File: src/design/gmps_pkg.sv
// ----------------------------------------------------------------------------
// gmps_pkg: shared types and constants for the grid max path sum block
// Field widths, the saturation limit and the per-cell control bundle.
// ----------------------------------------------------------------------------
package gmps_pkg;

  localparam int VALUE_W = 16;
  localparam int TOTAL_W = 32;
  localparam int CFG_W   = 7;

  localparam logic [CFG_W-1:0]   CFG_ROWS_RESET = 7'd64;
  localparam logic [TOTAL_W-1:0] TOTAL_MAX      = '1;

  // Per-cell control that travels with an item into the sum stage
  typedef struct packed {
    logic first_col;  // first column of the grid: no neighbors
    logic has_up;     // row above exists
    logic has_down;   // row below exists
    logic clamp;      // row count lowered mid-column, cell forced to last row
    logic last;       // final cell of the grid
    logic last_row;   // cell ends its column
  } cell_ctl_t;

endpackage

File: src/design/gmps_sum.sv
// ----------------------------------------------------------------------------
// gmps_sum: cell total and running column maximum
// Picks the best neighbor total, adds the cell value with saturation and
// folds the result into the column maximum.
// ----------------------------------------------------------------------------
module gmps_sum (
  input  logic [gmps_pkg::VALUE_W-1:0] value,
  input  gmps_pkg::cell_ctl_t          ctl,
  input  logic [gmps_pkg::TOTAL_W-1:0] nbr_same,
  input  logic [gmps_pkg::TOTAL_W-1:0] nbr_up,
  input  logic [gmps_pkg::TOTAL_W-1:0] nbr_down,
  input  logic [gmps_pkg::TOTAL_W-1:0] col_max,
  output logic [gmps_pkg::TOTAL_W-1:0] total,
  output logic [gmps_pkg::TOTAL_W-1:0] col_max_new
);
  import gmps_pkg::*;

  logic [TOTAL_W-1:0] up_term;
  logic [TOTAL_W-1:0] down_term;
  logic [TOTAL_W-1:0] best_ud;
  logic [TOTAL_W-1:0] best;
  logic [TOTAL_W:0]   sum;

  // Missing neighbors count as zero, which never wins a max of unsigned totals
  assign up_term   = ctl.has_up   ? nbr_up   : '0;
  assign down_term = ctl.has_down ? nbr_down : '0;
  assign best_ud   = (up_term > down_term) ? up_term : down_term;

  always_comb begin
    if (ctl.first_col) begin
      best = '0;
    end else if (nbr_same > best_ud) begin
      best = nbr_same;
    end else begin
      best = best_ud;
    end
  end

  assign sum         = {1'b0, best} + (TOTAL_W + 1)'(value);
  assign total       = sum[TOTAL_W] ? TOTAL_MAX : sum[TOTAL_W-1:0];
  assign col_max_new = (total > col_max) ? total : col_max;

endmodule

File: config.mk
export PLATFORM = sky130hd
export DESIGN_NAME = gmps_sum
export DESIGN_NICKNAME = d
export VERILOG_FILES = /design/src/design/gmps_pkg.sv /design/src/design/gmps_sum.sv
export SDC_FILE = /design/constraint.sdc
export NUM_CORES = 1
export LEC_CHECK = 0
export BUFFER_PORTS_ARGS = -buffer_cell sky130_fd_sc_hd__buf_2
export CORE_ASPECT_RATIO = 1.5
export CORE_MARGIN = 4
export CORE_UTILIZATION = 40
export DETAILED_ROUTE_END_ITERATION = 10
export PLACE_DENSITY_LB_ADDON = 0.2
export SLEW_MARGIN = 10
export SYNTH_ARGS = -nofsm -noshare
export SYNTH_HDL_FRONTEND = slang
export SYNTH_SLANG_ARGS = --single-unit
export TNS_END_PERCENT = 20
File: constraint.sdc
create_clock -name vclk -period 19.94
set_input_delay 3.988 -clock vclk [all_inputs]
set_output_delay 3.988 -clock vclk [all_outputs]
set_load 0.005 [all_outputs]
==> flow_summary.json, run 1 <==
{
  "worstSetupEndpointType": "primary output",
  "yosys-mux-area-fraction_pct": 5.44,
  "grt_util_all_layers_pct": 21.2,
  "synthesis.yosys.warnings": 0,
  "dieArea_um2": 16300,
  "post-cts-setup-buffers": 0,
  "grt_antenna_before_repair": 2,
  "cts_hold_buf": 0,
  "share_of_the_synthesized_area_in_compound_gates_ao_oa_aoi_oai_pct": 31.3,
  "power.density_cell_area_nw_per_um2": 44.8,
  "design.seq.count": 0,
  "placed_area_um2": 6930,
  "cp.required_ns": 15.95,
  "critical_path.startpoint_type": "primary input",
  "ant_nets": 0,
  "min_period_ns": 18.24,
  "post_synth_fa_ha_maj_area_fraction_pct": 24.9,
  "synth_cells": 818,
  "start_util_pct": 40.7,
  "drt-wirelength-per-cell_um": 15.4,
  "clockBufferCount": 0,
  "setup-tns-final_ns": 0,
  "largest_net_degree_at_the_start_of_global_routing": 35,
  "route.final.wire_length_um": 18500,
  "place_hpwl_um": 16500,
  "synth-seq-area-share_pct": 0,
  "slew_headroom_pct": 54.0,
  "multi_input_comb_area_um2": 5360,
  "core_area_um2": 14000,
  "postSynthAreaPerCell_um2": 6.97,
  "vias": 6631,
  "max_freq_ghz": 0.0548,
  "cp_slowest_stage_delay_ns": 0.55,
  "cts-resized-gates": 0,
  "drt-vias-per-instance": 5.53,
  "final-setup-viol-count": 0,
  "fin_worst_hold_slack_ns": 8.28,
  "dominant_combinational_cell_family_by_area_after_synthesis": "compound AO/OA/AOI/OAI gates",
  "design_power_total_mw": 0.310,
  "initialDrtViolationCount": 287,
  "critical_path.top_delay_family": "simple AND/OR/NAND/NOR gates",
  "drv.max_cap_violation_count": 0,
  "status": "complete, no violations",
  "design_area_um2": 6930,
  "final_min_period_over_clock_period_pct": 91.5,
  "mappedNetlistArea_um2": 5700,
  "synth_cell_types": 78,
  "core.rowCount": 53,
  "largest_driver_fanout_on_the_critical_path": 34,
  "finalWeightedCongestion": 0.931,
  "drt_first_pass_iters": 4,
  "synthXorXnorAreaFrac_pct": 3.23,
  "crit_arrival_ns": 14.25,
  "mappedNetlistNets": 1081,
  "grt_pass1_wl_um": 29100,
  "yosys.area_share.simple_pct": 29.0,
  "port-buffer-count": 211,
  "worst_path_max_delay_cell": "sky130_fd_sc_hd__nor4_4",
  "min-delay-path-class": "primary input to primary output",
  "drv_slew": 0,
  "worst-slew-pin-transition_ns": 0.690,
  "layout-drive-gt1-share_pct": 28.9,
  "chipWidth_um": 105,
  "worst_ir_drop_vdd_mv": 0.0151,
  "cell_repeated_most_along_the_worst_path": "sky130_fd_sc_hd__nand2_1",
  "globalRoute.totalOverflow": 0,
  "first_global_vias": 6226,
  "grt_setup_unrepaired": "false",
  "num-nets-final": 1272,
  "report.final.hold_viol_count": 0,
  "p_leak_nw": 3.42,
  "area_delta_synth_final_pct": 21.6,
  "area.sequential_um2": 0,
  "timing_worst_setup_path_type": "primary input to primary output",
  "floorplan.io_pins": 214,
  "nFillCells": 1459,
  "critPathBufInv": 6,
  "post-route-drc-count": 0,
  "chipHeight_um": 154
}
==> area by class of cell <==
type | count | area share, %
inverters | 52 | 2.82
multi-input cells | 735 | 77.3
repair buffers | 220 | 16.4
well taps | 192 | 3.47
diodes | 1 | 0.0361
==> cells in the mapped netlist, types with 3 or more instances <==
cell type	number	area share, %
sky130_fd_sc_hd__o21ai_1	4	0.35
sky130_fd_sc_hd__inv_1	51	3.4
sky130_fd_sc_hd__buf_1	6	0.40
sky130_fd_sc_hd__buf_6	3	0.59
sky130_fd_sc_hd__ha_1	112	25
sky130_fd_sc_hd__o21ai_2	6	0.92
sky130_fd_sc_hd__o22ai_1	3	0.33
sky130_fd_sc_hd__buf_2	6	0.53
sky130_fd_sc_hd__o311ai_0	3	0.46
sky130_fd_sc_hd__o31ai_1	6	0.79
sky130_fd_sc_hd__a22oi_2	6	1.3
sky130_fd_sc_hd__o32a_1	3	0.53
sky130_fd_sc_hd__nand3_1	14	1.2
sky130_fd_sc_hd__and4_1	4	0.61
sky130_fd_sc_hd__nor3_1	11	0.97
sky130_fd_sc_hd__nand2b_1	7	0.77
sky130_fd_sc_hd__or2_2	3	0.33
sky130_fd_sc_hd__nand4_1	23	2.5
sky130_fd_sc_hd__a21oi_1	77	6.8
sky130_fd_sc_hd__nand2_1	107	7.0
sky130_fd_sc_hd__nor2b_1	9	0.99
sky130_fd_sc_hd__nor4_1	9	0.99
sky130_fd_sc_hd__a211oi_1	36	4.7
sky130_fd_sc_hd__o221ai_2	3	0.79
sky130_fd_sc_hd__xnor2_1	14	2.2
sky130_fd_sc_hd__and3_1	4	0.44
sky130_fd_sc_hd__a21o_1	15	2.0
sky130_fd_sc_hd__a21boi_0	3	0.40
sky130_fd_sc_hd__nor3_2	4	0.70
sky130_fd_sc_hd__mux2_2	24	4.7
sky130_fd_sc_hd__o31a_1	4	0.61
sky130_fd_sc_hd__o21ai_0	34	3.0
sky130_fd_sc_hd__nor2_1	75	4.9
sky130_fd_sc_hd__o21bai_1	3	0.40
sky130_fd_sc_hd__xor2_1	7	1.1
sky130_fd_sc_hd__mux2i_1	4	0.70
sky130_fd_sc_hd__a31oi_1	8	0.88
sky130_fd_sc_hd__and2_1	29	3.2
sky130_fd_sc_hd__o211ai_1	4	0.53
sky130_fd_sc_hd__o21a_1	9	1.2
sky130_fd_sc_hd__clkbuf_1	14	0.92
==> through the flow <==
| stage | cells | utilization [%] | setup WS (ns) |
|---|---|---|---|
| floorplan | 818 | - | 2.34 |
| global placement | 1199 | 49.5 | 1.71 |
| detailed placement | 1199 | 49.5 | 1.59 |
| CTS | 1199 | 49.5 | 1.57 |
| global route | 1200 | 49.5 | 0.725 |
| finish | 1200 | 49.5 | 1.70 |
==> layer usage <==
layer  vias to the layer above  global-route usage, %  wire [um]
met3                        37                  0.793        576
li1                       3450                      -          -
met4                         2                   5.57        542
met1                      2985                   25.6       7840
met5                         -                      0          7
met2                       157                   40.6       9540
==> report_power, final <==
group          switching [mW]  leakage, nW   internal, mW
Combinational           0.175         3.42          0.136
Clock                       0   0.00000634  0.00000000670
Sequential                  0            0              0
==> cells in the final DEF, fill, tap and decap left out, drive strengths merged, types with 10 or more instances in the layout <==
cell type,synthesis,final
buf,17,220
ha,112,112
nand2,108,108
a21oi,78,78
nor2,75,75
inv,52,52
o21ai,44,44
a211oi,36,36
and2,30,30
nand4,26,26
mux2,24,24
a21o,15,15
nor3,15,15
nand3,14,14
xnor2,14,14
nor4,12,12
nor2b,11,11
a31oi,10,10
==> path summary, 6_finish.rpt <==
check	from	to	slack, ns	cells after the start
max	ctl[3]	col_max_new[14]	1.70	40
min	col_max[0]	col_max_new[0]	8.28	4
==> logic make-up (layout without fill, tap and decap cells) <==
group | after synthesis | in the layout
xor gates and xnor gates | 21 | 21
muxes | 28 | 28
buffers and inverters | 83 | 272
adders and majority gates | 113 | 113
AOI/OAI and AO/OA | 254 | 254
and+or+nand+nor | 319 | 319
other | 0 | 1
Power figures use the tool's default switching activity.
==> run 2, diff against run 1 <==
--- a/config.mk
+++ b/config.mk
@@ -10,6 +10,7 @@
 export CORE_MARGIN = 4
 export CORE_UTILIZATION = 40
 export DETAILED_ROUTE_END_ITERATION = 10
+export MAX_ROUTING_LAYER = met4
 export PLACE_DENSITY_LB_ADDON = 0.2
 export SLEW_MARGIN = 10
 export SYNTH_ARGS = -nofsm -noshare
==> flow_summary.json, run 2 (synthesis gave the netlist of run 1 again) <==
{
  "layout-drive-gt1-share_pct": 28.9,
  "grt_antenna_before_repair": 0,
  "cp_slowest_stage_delay_ns": 0.57,
  "post-route-drc-count": 0,
  "area_delta_synth_final_pct": 21.6,
  "chipHeight_um": 154,
  "grt_util_all_layers_pct": 22.1,
  "startpoint": "ctl[3]",
  "worstSetupEndpointType": "primary output",
  "sequential_share_of_power_pct": 0,
  "nFillCells": 1479,
  "vias": 6631,
  "setup-tns-final_ns": 0,
  "combinational_power_share_pct": 100.0,
  "port-buffer-count": 211,
  "timing_worst_setup_path_type": "primary input to primary output",
  "floorplan.io_pins": 214,
  "crit_arrival_ns": 14.36,
  "antennaDiodeCount": 0,
  "worstSetupEndpoint": "col_max_new[3]",
  "worst-slew-pin-transition_ns": 0.693,
  "critical_path.startpoint_type": "primary input",
  "first_global_vias": 6300,
  "dieArea_um2": 16300,
  "cell_repeated_most_along_the_worst_path": "sky130_fd_sc_hd__nand2_1",
  "switching_share_pct": 56.3,
  "max_freq_ghz": 0.0545,
  "drt-wirelength-per-cell_um": 15.5,
  "cts-resized-gates": 0,
  "report.final.hold_viol_count": 0,
  "cp.required_ns": 15.95,
  "mostFrequentLayoutCell": "sky130_fd_sc_hd__buf_2",
  "power.share.clock_pct": 0,
  "worst_slack_ns": 1.59,
  "final_min_period_over_clock_period_pct": 92.0,
  "net-switching-power_mw": 0.175,
  "fin_worst_hold_slack_ns": 8.29,
  "min-delay-path-class": "primary input to primary output",
  "grt_pass1_wl_um": 29600,
  "initialDrtViolationCount": 258,
  "finalWeightedCongestion": 0.947,
  "place_hpwl_um": 16400,
  "chipWidth_um": 105,
  "area.sequential_um2": 0,
  "drv_slew": 0,
  "core_area_um2": 14000,
  "route.final.wire_length_um": 18500,
  "worst_path_max_delay_cell": "sky130_fd_sc_hd__nor4_4",
  "worst_ir_drop_vdd_mv": 0.0151,
  "num-nets-final": 1272,
  "post-cts-setup-buffers": 0,
  "status": "complete, no violations",
  "ant_nets": 0,
  "final_cell_mix": "sky130_fd_sc_hd__buf_2 (211), sky130_fd_sc_hd__ha_1 (112), sky130_fd_sc_hd__nand2_1 (107)",
  "detailedPlace.worstSlack_ns": 1.57,
  "power.density_cell_area_nw_per_um2": 44.8,
  "core.rowCount": 53,
  "design.seq.count": 0,
  "start_util_pct": 40.7,
  "clockBufferCount": 0,
  "slew_headroom_pct": 53.8,
  "drt_first_pass_iters": 4,
  "min_period_ns": 18.35,
  "drv.max_cap_violation_count": 0,
  "grt_setup_unrepaired": "false",
  "intPower_mw": 0.136,
  "final-setup-viol-count": 0,
  "cts_hold_buf": 0,
  "p_leak_nw": 3.42,
  "drt-vias-per-instance": 5.53,
  "globalRoute.totalOverflow": 0,
  "largest_driver_fanout_on_the_critical_path": 33,
  "worstHoldStart": "col_max[31]",
  "largest_net_degree_at_the_start_of_global_routing": 34
}
run 2: per-stage QoR:
step,std cells,util [%],area (um2),power (mW)
detailed placement,1199,49.5,6930,0.312
finish,1199,49.5,6930,0.310
global placement,1199,49.5,6930,0.309
floorplan,818,-,5700,0.213
CTS,1199,49.5,6930,0.313
global route,1199,49.5,6930,0.352
run 2: power groups by stage:
stage	clock [mW]	sequential (mW)	combinational, mW
5_1_grt	0	0	0.352
6_report	0	0	0.310
3_3_place_gp	0	0	0.309
4_1_cts	0	0	0.313
2_1_floorplan	0	0	0.213
3_5_place_dp	0	0	0.312
run 2: critical path, delay by kind of cell:
family	cells	cell delay, ns
fa+ha+maj	4	1.48
buf+inv	6	1.48
mux	1	0.34
compound gates	13	3.03
simple gates	16	3.97
run 2: cell type report:
class	count	area [um2]	share of cell area [%]
Multi-Input combinational cell	735	5360	77.3
Timing Repair Buffer	220	1140	16.4
Tap cell	192	240	3.47
Inverter	52	195	2.82
run 2: how the worst min path moves through the flow:
stage	slack, ns	cells past startpoint	end
2_1_floorplan	8.07	2	col_max_new[0]
4_1_cts	8.29	3	col_max_new[31]
3_5_place_dp	8.28	3	col_max_new[2]
6_report	8.29	3	col_max_new[31]
5_1_grt	8.30	3	col_max_new[11]
3_3_place_gp	8.28	4	col_max_new[0]
run 2: metal layers:
layer  global-route usage, %  up-vias  wire (um)
met2                    41.1      166       9600
met4                    4.25        0        413
met1                    26.4     2995       7920
li1                        -     3442          -
met3                   0.585       28        605
met5                       -        -          0
==> run 3, diff against run 2 <==
--- a/config.mk
+++ b/config.mk
@@ -6,6 +6,7 @@
 export NUM_CORES = 1
 export LEC_CHECK = 0
 export BUFFER_PORTS_ARGS = -buffer_cell sky130_fd_sc_hd__buf_2
+export CAP_MARGIN = 20
 export CORE_ASPECT_RATIO = 1.5
 export CORE_MARGIN = 4
 export CORE_UTILIZATION = 40
==> constraint.sdc (replaced) <==
create_clock -name vclk -period 19.94
set_input_delay 3.988 -clock vclk [all_inputs]
set_output_delay 3.988 -clock vclk [all_outputs]
set_load 0.02 [all_outputs]
==> flow_summary.json, run 3 (synthesis gave the netlist of run 1 again) <==
{
  "status": "complete, no violations",
  "antennaDiodeCount": 0,
  "core_area_um2": 14000,
  "floorplan.io_pins": 214,
  "worstSetupEndpoint": "col_max_new[14]",
  "finalWeightedCongestion": 0.954,
  "worst-slew-pin-transition_ns": 0.672,
  "max_freq_ghz": 0.0543,
  "startpoint": "ctl[3]",
  "grt_antenna_before_repair": 0,
  "route.final.wire_length_um": 18600,
  "design.seq.count": 0,
  "vias": 6602,
  "start_util_pct": 40.7,
  "area_delta_synth_final_pct": 21.4,
  "chipHeight_um": 154,
  "cts_hold_buf": 0,
  "cts-resized-gates": 0,
  "final_min_period_over_clock_period_pct": 92.4,
  "min-delay-path-class": "primary input to primary output",
  "setup-tns-final_ns": 0,
  "place_hpwl_um": 16600,
  "first_global_vias": 6325,
  "worstSetupEndpointType": "primary output",
  "drt_first_pass_iters": 5,
  "largest_net_degree_at_the_start_of_global_routing": 34,
  "area.sequential_um2": 0,
  "final-setup-viol-count": 0,
  "ant_nets": 0,
  "mostFrequentLayoutCell": "sky130_fd_sc_hd__buf_2",
  "critical_path.startpoint_type": "primary input",
  "layout-drive-gt1-share_pct": 28.9,
  "cp_slowest_stage_delay_ns": 0.56,
  "slew_headroom_pct": 55.2,
  "post-route-drc-count": 0,
  "power.density_cell_area_nw_per_um2": 50.1,
  "clockBufferCount": 0,
  "core.rowCount": 53,
  "drt-wirelength-per-cell_um": 15.5,
  "grt_util_all_layers_pct": 22.3,
  "fin_worst_hold_slack_ns": 8.34,
  "drt-vias-per-instance": 5.51,
  "drv.max_cap_violation_count": 0,
  "cp.required_ns": 15.95,
  "crit_arrival_ns": 14.44,
  "port-buffer-count": 211,
  "drv_slew": 0,
  "p_leak_nw": 3.42,
  "report.final.hold_viol_count": 0,
  "globalRoute.totalOverflow": 0,
  "timing_worst_setup_path_type": "primary input to primary output",
  "initialDrtViolationCount": 306,
  "min_period_ns": 18.43,
  "largest_driver_fanout_on_the_critical_path": 33,
  "grt_pass1_wl_um": 29900,
  "chipWidth_um": 105,
  "final_cell_mix": "sky130_fd_sc_hd__buf_2 (211), sky130_fd_sc_hd__ha_1 (112), sky130_fd_sc_hd__nand2_1 (107)",
  "dieArea_um2": 16300,
  "num-nets-final": 1272,
  "worst_ir_drop_vdd_mv": 0.0228,
  "cell_repeated_most_along_the_worst_path": "sky130_fd_sc_hd__nand2_1",
  "worst_path_max_delay_cell": "sky130_fd_sc_hd__nor4_4",
  "post-cts-setup-buffers": 0,
  "grt_setup_unrepaired": "false"
}
[run 3: cell counts in the layout (fill, tap and decap cells not counted)]
No cell type changed its count.
[run 3: how the worst min path moves through the flow]
stage          depth (start not counted)  slack (ns)   startpoint         endpoint
2_1_floorplan                          2        8.15  col_max[20]  col_max_new[20]
3_3_place_gp                           4        8.33   col_max[0]   col_max_new[0]
3_5_place_dp                           4        8.33   col_max[0]   col_max_new[0]
4_1_cts                                4        8.33   col_max[0]   col_max_new[0]
5_1_grt                                3        8.36  col_max[13]  col_max_new[13]
6_report                               4        8.34   col_max[0]   col_max_new[0]
[run 3: layer usage]
metal / global-route usage (%) / wire, um / vias to the layer above
met1: 26.3 / 7730 / 2943
met3: 0.585 / 655 / 36
met4: 4.69 / 461 / 0
li1: - / - / 3441
met5: - / 0 / -
met2: 42.0 / 9750 / 182
[run 3: layout make-up]
| type | instances | area (um2) |
|---|---|---|
| Fill cell | 1539 | 7070 |
| Inverter | 52 | 195 |
| Multi-Input combinational cell | 735 | 5360 |
| Tap cell | 192 | 240 |
| Timing Repair Buffer | 220 | 1120 |
[run 3: power by group]
group	internal, mW	total (mW)	switching [mW]
registers	0	0	0
clock network	0	0	0
logic	0.136	0.347	0.211
[run 3: stage by stage]
| stage | instances | power, mW | utilization, % | setup slack (ns) | cell area (um2) |
|---|---|---|---|---|---|
| finish | 1199 | 0.347 | 49.4 | 1.51 | 6920 |
| global placement | 1199 | 0.345 | 49.4 | 1.54 | 6920 |
| global route | 1199 | 0.390 | 49.4 | 0.550 | 6920 |
| CTS | 1199 | 0.349 | 49.4 | 1.45 | 6920 |
| detailed placement | 1199 | 0.348 | 49.4 | 1.45 | 6920 |
| floorplan | 818 | 0.250 | - | 2.23 | 5700 |
[run 3: critical path, delay by kind of cell]
family,cells,cell delay [ns]
muxes,1,0.37
buffers and inverters,6,1.58
and+or+nand+nor,16,3.91
adders and majority gates,4,1.48
AOI/OAI and AO/OA,13,3.03
